===== config.mk =====
export PLATFORM = sky130hd
export DESIGN_NAME = mag_minmax_calibration
export DESIGN_NICKNAME = d
export VERILOG_FILES = /design/src/hdl/mmc_pkg.sv /design/src/hdl/mag_minmax_calibration.sv
export SDC_FILE = /design/constraint.sdc
export NUM_CORES = 2
export LEC_CHECK = 0
export BUFFER_PORTS_ARGS = -buffer_cell sky130_fd_sc_hd__buf_2
export CAP_MARGIN = 20
export CORE_AREA = 3 3 409 411
export CTS_CLUSTER_DIAMETER = 120
export DETAILED_ROUTE_END_ITERATION = 6
export DIE_AREA = 0 0 412 414
export GPL_TIMING_DRIVEN = 0
export HOLD_SLACK_MARGIN = 0.08
export PLACE_DENSITY_LB_ADDON = 0.15
export SYNTH_ARGS = -nofsm -noshare
export SYNTH_HDL_FRONTEND = slang
export SYNTH_SLANG_ARGS = --single-unit

===== constraint.sdc =====
create_clock -name i_clk -period 17.2 [get_ports i_clk]
set_input_delay 5.16 -clock i_clk [delete_from_list [all_inputs] [get_ports i_clk]]
set_output_delay 5.16 -clock i_clk [all_outputs]
set_load 0.01 [all_outputs]

===== src/hdl/mmc_pkg.sv =====
package mmc_pkg;

    localparam int AXES     = 3;
    localparam int AXIS_W   = 2;               // index into the axis arrays
    localparam int RAW_W    = 16;              // raw sample
    localparam int RNG_W    = 16;              // axis range, max - min
    localparam int SUM_W    = 18;              // sum of three ranges
    localparam int MAG_W    = 17;              // |2*raw - min - max|
    localparam int DVS_W    = 18;              // divisor, 3 * range
    localparam int DIVD_W   = 34;              // dividend, sum << 16
    localparam int QUO_W    = 32;              // scale, Q16.16
    localparam int CNT_W    = 6;
    localparam int DIV_STEPS = DIVD_W;         // one quotient bit per step
    localparam int MUL_A_W  = 26;
    localparam int MUL_B_W  = 32;
    localparam int PROD_W   = MUL_A_W + MUL_B_W;
    localparam int CAL_W    = 32;              // Q24.8
    localparam int AVG_W    = 24;              // Q16.8

    // floor(x / 3) == (x * RECIP3) >> 33 for any x below 2**32
    localparam logic [MUL_B_W-1:0] RECIP3 = 32'hAAAA_AAAB;
    localparam int RECIP3_SHIFT = 33;
    localparam int CAL_SHIFT    = 9;           // Q16.16 * Q.1 down to Q24.8

    typedef enum logic [8:0] {
        S_IDLE  = 9'b000000001,
        S_RANGE = 9'b000000010,
        S_AVG   = 9'b000000100,
        S_AVGW  = 9'b000001000,
        S_DLOAD = 9'b000010000,
        S_DIV   = 9'b000100000,
        S_MUL   = 9'b001000000,
        S_CAL   = 9'b010000000,
        S_OUT   = 9'b100000000
    } t_state;

endpackage


===== src/hdl/mag_minmax_calibration.sv =====
// Min/max hard- and soft-iron calibration of a three-axis magnetometer.
// Input channel: i_valid / o_stall carry one raw sample (i_mag_x/y/z). A
// transaction completes on a rising edge with i_valid high and o_stall low.
// Output channel: o_valid / i_stall carry one result per sample: calibrated
// axes (Q24.8), average range (Q16.8), per-axis scale (Q16.16), zero_range.
// Work per sample is sequenced over one shared restoring divider (one
// quotient bit per cycle) and one shared multiplier.
// An axis with zero range skips the divider and the multiplier. o_stall
// is high from the accepted transaction until the sequencer returns to
// idle, so a new sample is not taken while the last one is worked on.
// The result sits in an output register; a new sample is taken while it
// waits. If the receiver still stalls when the next result is ready, the
// sequencer holds in its final state and o_stall stays high.
// Reset (synchronous, active low) clears running min/max to zero, drops
// o_valid and returns the sequencer to idle.
module mag_minmax_calibration
    import mmc_pkg::*;
(
    input  logic                     i_clk,
    input  logic                     i_rst_n,
    input  logic                     i_valid,
    output logic                     o_stall,
    input  logic signed [RAW_W-1:0]  i_mag_x,
    input  logic signed [RAW_W-1:0]  i_mag_y,
    input  logic signed [RAW_W-1:0]  i_mag_z,
    output logic                     o_valid,
    input  logic                     i_stall,
    output logic signed [CAL_W-1:0]  o_cal_x,
    output logic signed [CAL_W-1:0]  o_cal_y,
    output logic signed [CAL_W-1:0]  o_cal_z,
    output logic [AVG_W-1:0]         o_avg_range,
    output logic [QUO_W-1:0]         o_scale_x,
    output logic [QUO_W-1:0]         o_scale_y,
    output logic [QUO_W-1:0]         o_scale_z,
    output logic                     o_zero_range
);

    t_state r_state, n_state;

    // running extremes, start at zero
    logic signed [RAW_W-1:0] r_min [AXES];
    logic signed [RAW_W-1:0] r_max [AXES];
    logic signed [RAW_W-1:0] r_raw [AXES];
    logic signed [RAW_W-1:0] w_in  [AXES];

    // per-axis working values
    logic [RNG_W-1:0]  r_range [AXES];
    logic [MAG_W-1:0]  r_mag   [AXES];
    logic              r_neg   [AXES];
    logic [SUM_W-1:0]  r_sum;
    logic              r_zero;
    logic [AXIS_W-1:0] r_axis;

    // shared divider
    logic [DVS_W-1:0]  r_dvs;
    logic [DVS_W-1:0]  r_rem;
    logic [DIVD_W-1:0] r_quo;
    logic [CNT_W-1:0]  r_cnt;
    logic [DVS_W:0]    w_trial;
    logic              w_ge;
    logic [DVS_W:0]    w_diff;

    // shared multiplier
    logic [MUL_A_W-1:0] w_mul_a;
    logic [MUL_B_W-1:0] w_mul_b;
    logic [PROD_W-1:0]  w_prod;
    logic [PROD_W-1:0]  r_prod;

    // finished results
    logic [AVG_W-1:0]        r_avg;
    logic [QUO_W-1:0]        r_scale [AXES];
    logic signed [CAL_W-1:0] r_cal   [AXES];

    logic                    r_ovalid;
    logic signed [CAL_W-1:0] r_ocal   [AXES];
    logic [QUO_W-1:0]        r_oscale [AXES];
    logic [AVG_W-1:0]        r_oavg;
    logic                    r_ozero;

    logic w_in_acc;
    logic w_out_free;

    // combinational per-axis terms from the updated extremes
    logic [RNG_W-1:0]        w_range    [AXES];
    logic signed [SUM_W-1:0] w_d        [AXES];
    logic signed [SUM_W-1:0] w_dabs     [AXES];
    logic [SUM_W-1:0]        w_sum;
    logic                    w_zero;
    logic [CAL_W-1:0]        w_cal_mag;
    logic signed [CAL_W-1:0] w_cal;
    logic                    w_last_axis;

    assign w_in[0] = i_mag_x;
    assign w_in[1] = i_mag_y;
    assign w_in[2] = i_mag_z;

    assign o_stall    = (r_state != S_IDLE);
    assign w_in_acc   = i_valid && !o_stall;
    assign w_out_free = !r_ovalid || !i_stall;
    assign w_last_axis = (r_axis == AXIS_W'(AXES - 1));

    always_comb begin
        w_sum  = '0;
        w_zero = 1'b0;
        for (int i = 0; i < AXES; i++) begin
            // max >= 0 >= min, so the 16-bit difference is exact
            w_range[i]    = RNG_W'(r_max[i] - r_min[i]);
            w_sum         = w_sum + SUM_W'(w_range[i]);
            if (w_range[i] == '0) begin
                w_zero = 1'b1;
            end
            // d = 2*raw - min - max; |d| <= range
            w_d[i]    = SUM_W'(signed'({r_raw[i], 1'b0})) - SUM_W'(r_min[i]) - SUM_W'(r_max[i]);
            w_dabs[i] = w_d[i][SUM_W-1] ? -w_d[i] : w_d[i];
        end
    end

    // restoring divider step
    assign w_trial = {r_rem, r_quo[DIVD_W-1]};
    assign w_ge    = (w_trial >= {1'b0, r_dvs});
    assign w_diff  = w_trial - {1'b0, r_dvs};

    // one multiplier: sum*256 by 1/3, then |d| by scale
    always_comb begin
        if (r_state == S_AVG) begin
            w_mul_a = {r_sum, 8'b0};
            w_mul_b = RECIP3;
        end else begin
            w_mul_a = {{(MUL_A_W-MAG_W){1'b0}}, r_mag[r_axis]};
            w_mul_b = r_quo[QUO_W-1:0];
        end
    end
    assign w_prod = {{MUL_B_W{1'b0}}, w_mul_a} * {{MUL_A_W{1'b0}}, w_mul_b};

    // truncation toward zero: shift the magnitude, then restore the sign
    assign w_cal_mag = r_prod[CAL_SHIFT +: CAL_W];
    assign w_cal     = r_neg[r_axis] ? -signed'(w_cal_mag) : signed'(w_cal_mag);

    always_comb begin
        n_state = r_state;
        unique case (r_state)
            S_IDLE:  if (w_in_acc) n_state = S_RANGE;
            S_RANGE: n_state = S_AVG;
            S_AVG:   n_state = S_AVGW;
            S_AVGW:  n_state = S_DLOAD;
            S_DLOAD: begin
                if (r_range[r_axis] != '0) begin
                    n_state = S_DIV;
                end else if (w_last_axis) begin
                    n_state = S_OUT;
                end
            end
            S_DIV:   if (r_cnt == CNT_W'(DIV_STEPS - 1)) n_state = S_MUL;
            S_MUL:   n_state = S_CAL;
            S_CAL:   n_state = w_last_axis ? S_OUT : S_DLOAD;
            S_OUT:   if (w_out_free) n_state = S_IDLE;
            default: n_state = S_IDLE;
        endcase
    end

    // control state
    always_ff @(posedge i_clk) begin
        if (!i_rst_n) begin
            r_state  <= S_IDLE;
            r_ovalid <= 1'b0;
            for (int i = 0; i < AXES; i++) begin
                r_min[i] <= '0;
                r_max[i] <= '0;
            end
        end else begin
            r_state <= n_state;
            if (w_in_acc) begin
                for (int i = 0; i < AXES; i++) begin
                    if (w_in[i] < r_min[i]) r_min[i] <= w_in[i];
                    if (w_in[i] > r_max[i]) r_max[i] <= w_in[i];
                end
            end
            if (r_state == S_OUT && w_out_free) begin
                r_ovalid <= 1'b1;
            end else if (r_ovalid && !i_stall) begin
                r_ovalid <= 1'b0;
            end
        end
    end

    // datapath
    always_ff @(posedge i_clk) begin
        if (w_in_acc) begin
            for (int i = 0; i < AXES; i++) begin
                r_raw[i] <= w_in[i];
            end
        end

        case (r_state)
            S_RANGE: begin
                for (int i = 0; i < AXES; i++) begin
                    r_range[i] <= w_range[i];
                    r_mag[i]   <= w_dabs[i][MAG_W-1:0];
                    r_neg[i]   <= w_d[i][SUM_W-1];
                end
                r_sum  <= w_sum;
                r_zero <= w_zero;
                r_axis <= '0;
            end
            S_AVG: begin
                r_prod <= w_prod;
            end
            S_AVGW: begin
                r_avg <= r_prod[RECIP3_SHIFT +: AVG_W];
            end
            S_DLOAD: begin
                r_quo <= {r_sum, 16'b0};
                r_rem <= '0;
                r_cnt <= '0;
                r_dvs <= {2'b0, r_range[r_axis]} + {1'b0, r_range[r_axis], 1'b0};
                if (r_range[r_axis] == '0) begin
                    r_scale[r_axis] <= '0;
                    r_cal[r_axis]   <= '0;
                    r_axis          <= r_axis + AXIS_W'(1);
                end
            end
            S_DIV: begin
                r_rem <= w_ge ? w_diff[DVS_W-1:0] : w_trial[DVS_W-1:0];
                r_quo <= {r_quo[DIVD_W-2:0], w_ge};
                r_cnt <= r_cnt + CNT_W'(1);
            end
            S_MUL: begin
                r_prod <= w_prod;
            end
            S_CAL: begin
                r_scale[r_axis] <= r_quo[QUO_W-1:0];
                r_cal[r_axis]   <= w_cal;
                r_axis          <= r_axis + AXIS_W'(1);
            end
            S_OUT: begin
                if (w_out_free) begin
                    for (int i = 0; i < AXES; i++) begin
                        r_ocal[i]   <= r_cal[i];
                        r_oscale[i] <= r_scale[i];
                    end
                    r_oavg  <= r_avg;
                    r_ozero <= r_zero;
                end
            end
            default: begin
            end
        endcase
    end

    assign o_valid      = r_ovalid;
    assign o_cal_x      = r_ocal[0];
    assign o_cal_y      = r_ocal[1];
    assign o_cal_z      = r_ocal[2];
    assign o_scale_x    = r_oscale[0];
    assign o_scale_y    = r_oscale[1];
    assign o_scale_z    = r_oscale[2];
    assign o_avg_range  = r_oavg;
    assign o_zero_range = r_ozero;

    // no zero range flagged means every axis got a real scale
    a_scale_nonzero: assert property (@(posedge i_clk) disable iff (!i_rst_n)
        o_valid && !o_zero_range |->
            (o_scale_x != '0) && (o_scale_y != '0) && (o_scale_z != '0))
        else $error("scale zero without zero_range");

    // a zero scale forces a zero calibrated value
    a_cal_zero: assert property (@(posedge i_clk) disable iff (!i_rst_n)
        o_valid |-> ((o_scale_x != '0) || (o_cal_x == '0)) &&
                    ((o_scale_y != '0) || (o_cal_y == '0)) &&
                    ((o_scale_z != '0) || (o_cal_z == '0)))
        else $error("nonzero cal on zero-range axis");

    // extremes always bracket zero
    a_minmax: assert property (@(posedge i_clk) disable iff (!i_rst_n)
        (r_min[0] <= 0) && (r_max[0] >= 0) && (r_min[1] <= 0) && (r_max[1] >= 0) &&
        (r_min[2] <= 0) && (r_max[2] >= 0))
        else $error("running min/max lost zero");

    // divider count stays within the step count
    a_div_cnt: assert property (@(posedge i_clk) disable iff (!i_rst_n)
        (r_state == S_DIV) |-> (r_cnt < CNT_W'(DIV_STEPS)))
        else $error("divider overran");

    // an accepted transaction starts the sequence
    a_start: assert property (@(posedge i_clk) disable iff (!i_rst_n)
        w_in_acc |=> (r_state == S_RANGE))
        else $error("sequencer did not start");

endmodule

# Word level (Yosys, flattened, before mapping)

Memory sizes are Yosys's and may differ from the RTL's. A register that Yosys moved wholly into a read port is not among the register bits.
Cells that the tools add are included.

Memories kept: 10
RAM bits: 630
Bits of input ports: 52
Register bits after elaboration: 213
Word-level logic and storage cells: 165

Reductions and logical operators: 20
Equal/unequal tests: 17
Add/subtract/negate cells: 19
$lt $le $gt $ge: 7
Multiplexer cells: 70
Bitwise gates (word level): 8
Multipliers: 1

Memory list:

| memory      | words | width | rd ports | clocked after memory_dff | wr ports | line                         | source |
|---|---|---|---|---|---|---|---|
| r_cal       | 3     | 32    | 3        | 0                        | 1        | mag_minmax_calibration.sv:72 | `logic signed [CAL_W-1:0] r_cal [AXES];` |
| r_ocal      | 3     | 32    | 3        | 0                        | 3        | mag_minmax_calibration.sv:75 | `logic signed [CAL_W-1:0] r_ocal [AXES];` |
| r_oscale    | 3     | 32    | 3        | 0                        | 3        | mag_minmax_calibration.sv:76 | `logic [QUO_W-1:0] r_oscale [AXES];` |
| r_scale     | 3     | 32    | 3        | 0                        | 1        | mag_minmax_calibration.sv:71 | `logic [QUO_W-1:0] r_scale [AXES];` |
| r_mag       | 3     | 17    | 1        | 1                        | 3        | mag_minmax_calibration.sv:48 | `logic [MAG_W-1:0] r_mag [AXES];` |
| r_max       | 3     | 16    | 3        | 0                        | 3        | mag_minmax_calibration.sv:42 | `logic signed [RAW_W-1:0] r_max [AXES];` |
| +4 memories | n/a   | n/a   | n/a      | n/a                      | n/a      | n/a                          |  |

Operators by type and width:

| kind                             | count |
|---|---|
| two-way mux 32 bit               | 4 |
| two-way mux 16 bit               | 6 |
| case mux 9 bit (9 select lines)  | 1 |
| case mux 34 bit (2 select lines) | 1 |
| logical NOT 16 bit               | 4 |
| multiplier 26 x 32 -> 57 bit     | 1 |
| two-way mux 9 bit                | 6 |
| subtractor 17 x 16 -> 18 bit     | 3 |
| subtractor 18 x 16 -> 18 bit     | 3 |
| two-way mux 17 bit               | 3 |
| negation 17 bit                  | 3 |
| greater-than comparator 16 bit   | 3 |
| less-than comparator 16 bit      | 3 |
| subtractor 16 bit                | 3 |
| two-way mux 1 bit                | 40 |
| case mux 18 bit (2 select lines) | 1 |
| negation 32 bit                  | 1 |
| two-way mux 26 bit               | 1 |
| >= comparator 19 x 18 -> 1 bit   | 1 |
| adder 16 x 17 -> 18 bit          | 1 |
| adder 17 x 16 -> 18 bit          | 1 |
| two-way mux 18 bit               | 1 |
| subtractor 18 bit                | 1 |
| adder 16 x 16 -> 17 bit          | 1 |
| 29 further kinds                 | 49 |

# Logic depth before layout (Yosys ltp)

Depth in word-level cells: 7
Mapped depth: 34
Gate-level depth less buffers: 31

# Least setup slack after synthesis

OpenSTA, ideal clock, no wires.

Path type: input to register
Start: in i_stall
End: reg r_oavg[0], in the netlist o_avg_range[0] (enable)
Cell stages on the path: 1
Path buffers: 0
Setup slack: 1.002 ns
Data arrival time: 15.331 ns
Cell sequence: a21oi_1

Word-level cells in the longest chain between the ends: 3

RTL lines:

| item                                 | line                          | source |
|---|---|---|
| start, declared                      | mag_minmax_calibration.sv:27  | `input logic i_stall,` |
| logical NOT 1 bit                    | mag_minmax_calibration.sv:99  | `assign w_out_free = !r_ovalid \|\| !i_stall;` |
| logical OR 1 bit                     | mag_minmax_calibration.sv:99  |  |
| AND reduction 2 bit (no source line) | n/a                           |  |
| end signal, assigned                 | mag_minmax_calibration.sv:241 | `r_oavg <= r_avg;` |
| end, declared                        | mag_minmax_calibration.sv:77  | `logic [AVG_W-1:0] r_oavg;` |

No other way between the ends.
A chain may end at the register's enable or synchronous reset.

==> reports/qor_table.md <==
| Group | Result | Reported |
|:---|:---|:---|
| run status | Run status | finished clean |
| route | ANT nets after route | 0 |
| yosys | Primary FF master, synth | sky130_fd_sc_hd__edfxtp_1 |
| clock network | TritonCTS Buffers | 96 |
| yosys | Count of different cell masters after synthesis | 85 |
| critical path | Cell at the slowest stage of the critical path | sky130_fd_sc_hd__a21oi_1 |
| clock network | Hold-fix buffer count after cts | 0 |
| yosys | Count of flip-flops with a built-in enable after synthesis | 824 |
| global routing | Global-route wire length before repair | 274 mm |
| critical path | Worst r2r path cells | 31 |
| critical path | Classification of the worst setup path | reg -> reg |
| clock network | H-tree levels | 3 |
| critical path | Top cell family by delay on the critical path | adder cells |
| global routing | Met3 global-route usage | 0.0345 |
| timing | Time the final worst path needs with I/O delays and setup | 11.57 ns |
| route | Routed vias | 42400 |
| timing | Final slew viol count | 0 |
| yosys | Post-Syn Area per Cell | 11.3 sq um |
| placement | DPL Wire Length | 146 mm |
| die | Area of the die | 171000 sq um |
| yosys | Cell with the most instances after synthesis | sky130_fd_sc_hd__inv_1 |
| clock network | Setup repair bufs after CTS | 0 |
| critical path | Nature of the critical path startpoint | flop |
| job | Maximum capacitance violations | 0 |
| global routing | Antenna violations before repair | 10 |
| die | Initial core utilization | 0.398 |
| critical path | Number of buffers and inverters on the critical path | 8 |
| yosys | Cell types with the highest counts after synthesis | sky130_fd_sc_hd__inv_1 (1076), sky130_fd_sc_hd__edfxtp_1 (824), sky130_fd_sc_hd__fa_1 (786) |
| worst hold path | Worst hold-check path type | reg -> reg |
| route | Detail-routed net length per standard cell | 20.8 microns |
| route | 1st-iter DRT viols | 2629 |
| layout | Post-layout nets | 7679 |
| layout | Area growth, synth to finish | 13.0% |
| worst hold path | Min-Delay Path Depth | 0 |
| timing | Final Skew | 0.0765 ns |
| timing | Final-layout setup total negative slack | 0 ns |
| die | Overall die height | 414 microns |
| yosys | Number of standard cells after synthesis | 5799 |
| route | DRC violations left | 0 |
| placement | Port buffer count | 270 |
| timing | Slew Limit Headroom | 0.222 |
| critical path | Most Frequent Cell on Critical Path | sky130_fd_sc_hd__fa_1 |
| global routing | GR met2 Demand/Resource | 0.365 |
| global routing | Layer carrying the most global-route usage | met2 |
| layout | Register Area | 25000 sq um |
| timing | Final setup violation count | 0 |
| critical path | Endpoint class of the critical path | flop |
| clock network | Clock slew at the register clock pins of the worst setup and hold paths | 0.06 ns |
| yosys | Post-synthesis cell area | 65400 sq um |
| critical path | Stage delay of the slowest cell on the critical path | 0.90 ns |
| die | Area of the placeable core | 164000 sq um |
| route | Via density per instance | 4.91 |
| yosys | Ranking of synthesized cells by area | sky130_fd_sc_hd__edfxtp_1 (38%), sky130_fd_sc_hd__fa_1 (24%), sky130_fd_sc_hd__ha_1 (9.4%) |
| clock network | Max Buffers Root-to-Sink | 3 |
| global routing | Number of global-route vias before repair | 44800 |
| placement | Routability cong. | 0.948 |
| yosys | Yosys warnings | 0 |
| yosys | Flop and latch count out of synthesis | 836 |
| layout | Fraction of layout instances using a drive strength above 1 | 0.0808 |
| yosys | Area share of the largest cell type after synthesis | 0.378 |
| global routing | Overflow after GRT | 0 |
| layout | Area of the multi-input gates | 36400 sq um |
| global routing | Pin count of the biggest net entering global routing | 59 |
| yosys | Sequential fraction of the synthesis area | 0.382 |
| global routing | Total routing resource utilization after global routing | 0.214 |
| route | Drt total wl | 179 mm |
| route | Detailed-router iteration count before antenna repair | 6 |
| die | Standard-cell row count | 149 |
| timing | Transition time at the pin with the least slew margin | 1.17 ns |
| clock network | Clock root buffer | sky130_fd_sc_hd__clkbuf_16 |
| yosys | Cell taking the most area after synthesis | sky130_fd_sc_hd__edfxtp_1 |
| critical path | Worst-path fanout max | 10 |
| global routing | GR Util met1 | 0.278 |
| clock network | Cells resized by post-CTS repair | 0 |
| clock network | Sinks on the clock net | 836 |
| clock network | Clock tree from TritonCTS | yes |
| critical path | Required time reported for the critical path endpoint | 17.63 ns |
| yosys | Ys async rst share | 0 |
| die | Width of the die | 412 microns |
| die | IO Count | 271 |
| timing | Share of the clock period used by the worst path | 0.672 |
| layout | Fillers | 15500 |
| timing | RSZ-0062 raised after global routing | false |
| timing | Number of endpoints with negative hold slack in the final report | 0 |
| critical path | Worst endpoint data arrival time | 11.99 ns |
| timing | Worst hold margin | 0.389 ns |
| clock network | Clock latency at the later pin of the worst-skew pair | 0.75 ns |
| critical path | Critical path depth | 31 |
| timing | Maximum clock frequency | 0.0865 GHz |
==> worst reg2reg max path, delay by kind of cell, from the launching register on <==
kind,cells,cell delay (ns)
xor+xnor,1,0.15
compound gates,6,3.28
simple gates,7,1.31
fa+ha+maj,8,3.85
flops,1,0.30
buf+inv,8,2.09
mux,1,0.26
==> sequential cells by signal (all words and copies together), names as in the netlist, 51 cells and up, named ones only <==
name,cells
r_ocal,96
r_cal,96
r_scale,96
r_oscale,96
r_mag,51
==> final cells by class <==
| type | instances | area share |
|---|---|---|
| inverters | 1078 | 0.0548 |
| multi-input cells | 3863 | 0.492 |
| well taps | 2189 | 0.0370 |
| repair buffers | 320 | 0.0269 |
| clock inverters | 65 | 0.00971 |
| plain buffers | 155 | 0.00802 |
| flip-flops and latches | 836 | 0.338 |
| diodes | 6 | 0.000203 |
| clock buffers | 115 | 0.0337 |
==> cells in the final DEF (no fill, tap or decap), drive strengths merged, types with 7 or more instances in the layout <==
| cell | count |
|---|---|
| inv | 1087 |
| edfxtp | 824 |
| fa | 786 |
| nor2 | 498 |
| ha | 491 |
| nand2 | 412 |
| buf | 337 |
| and2 | 254 |
| clkbuf | 251 |
| o21ai | 182 |
| a21oi | 174 |
| xnor2 | 158 |
| conb | 135 |
| xor2 | 88 |
| nor2b | 64 |
| a21o | 55 |
| o21a | 49 |
| nor3 | 49 |
| mux2i | 48 |
| nand2b | 47 |
| clkinv | 41 |
| nand3 | 40 |
| or3 | 33 |
| o21bai | 30 |
| nand4 | 24 |
| and3 | 21 |
| nor4 | 17 |
| a21boi | 16 |
| o31ai | 15 |
| or4 | 14 |
| a211oi | 14 |
| or2 | 13 |
| a31oi | 13 |
| dfxtp | 12 |
| a2111oi | 11 |
| o211ai | 10 |
| o41ai | 10 |
| bufinv | 9 |
| nor3b | 7 |
==> metrics by stage <==
step / setup WS [ns] / cells / cell area [sq um] / utilization
after CTS: 5.82 / 8620 / 73900 / 0.450
final: 5.63 / 8627 / 73900 / 0.450
after floorplan: 1.00 / 5932 / 65900 / -
after global routing: 5.37 / 8621 / 73900 / 0.450
after global placement: -3.84 / 8391 / 70000 / 0.426
after detailed placement: 5.93 / 8440 / 70700 / 0.430
==> layer usage <==
layer	vias up	routed length [microns]
met5	-	0
met4	0	5690
met3	257	10200
met2	1147	88000
met1	21300	75200
li1	19700	-
==> cell families after synthesis <==
| family | Yosys count | synth area share |
|---|---|---|
| flops | 836 | 0.382 |
| other cells | 2 | 0.000115 |
| xor+xnor | 246 | 0.0330 |
| fa+ha+maj | 1277 | 0.334 |
| compound gates | 637 | 0.0614 |
| mux | 49 | 0.00771 |
| simple gates | 1519 | 0.111 |
| buf+inv | 1233 | 0.0709 |
==> path summary, 6_finish.rpt <==
kind	start	endpoint	slack, ns
worst max-delay path	flop	r_prod[56]$_DFFE_PP_	5.63
worst min-delay path	r_prod[49]$_DFFE_PP_	r_avg[16]$_DFFE_PP_	0.39
worst max register to register	flop	r_prod[56]$_DFFE_PP_	5.63
worst min register to register	r_prod[49]$_DFFE_PP_	r_avg[16]$_DFFE_PP_	0.39
Power is not shown: default switching activity piles up to over one toggle a cycle in this logic, so the estimate is an artifact.
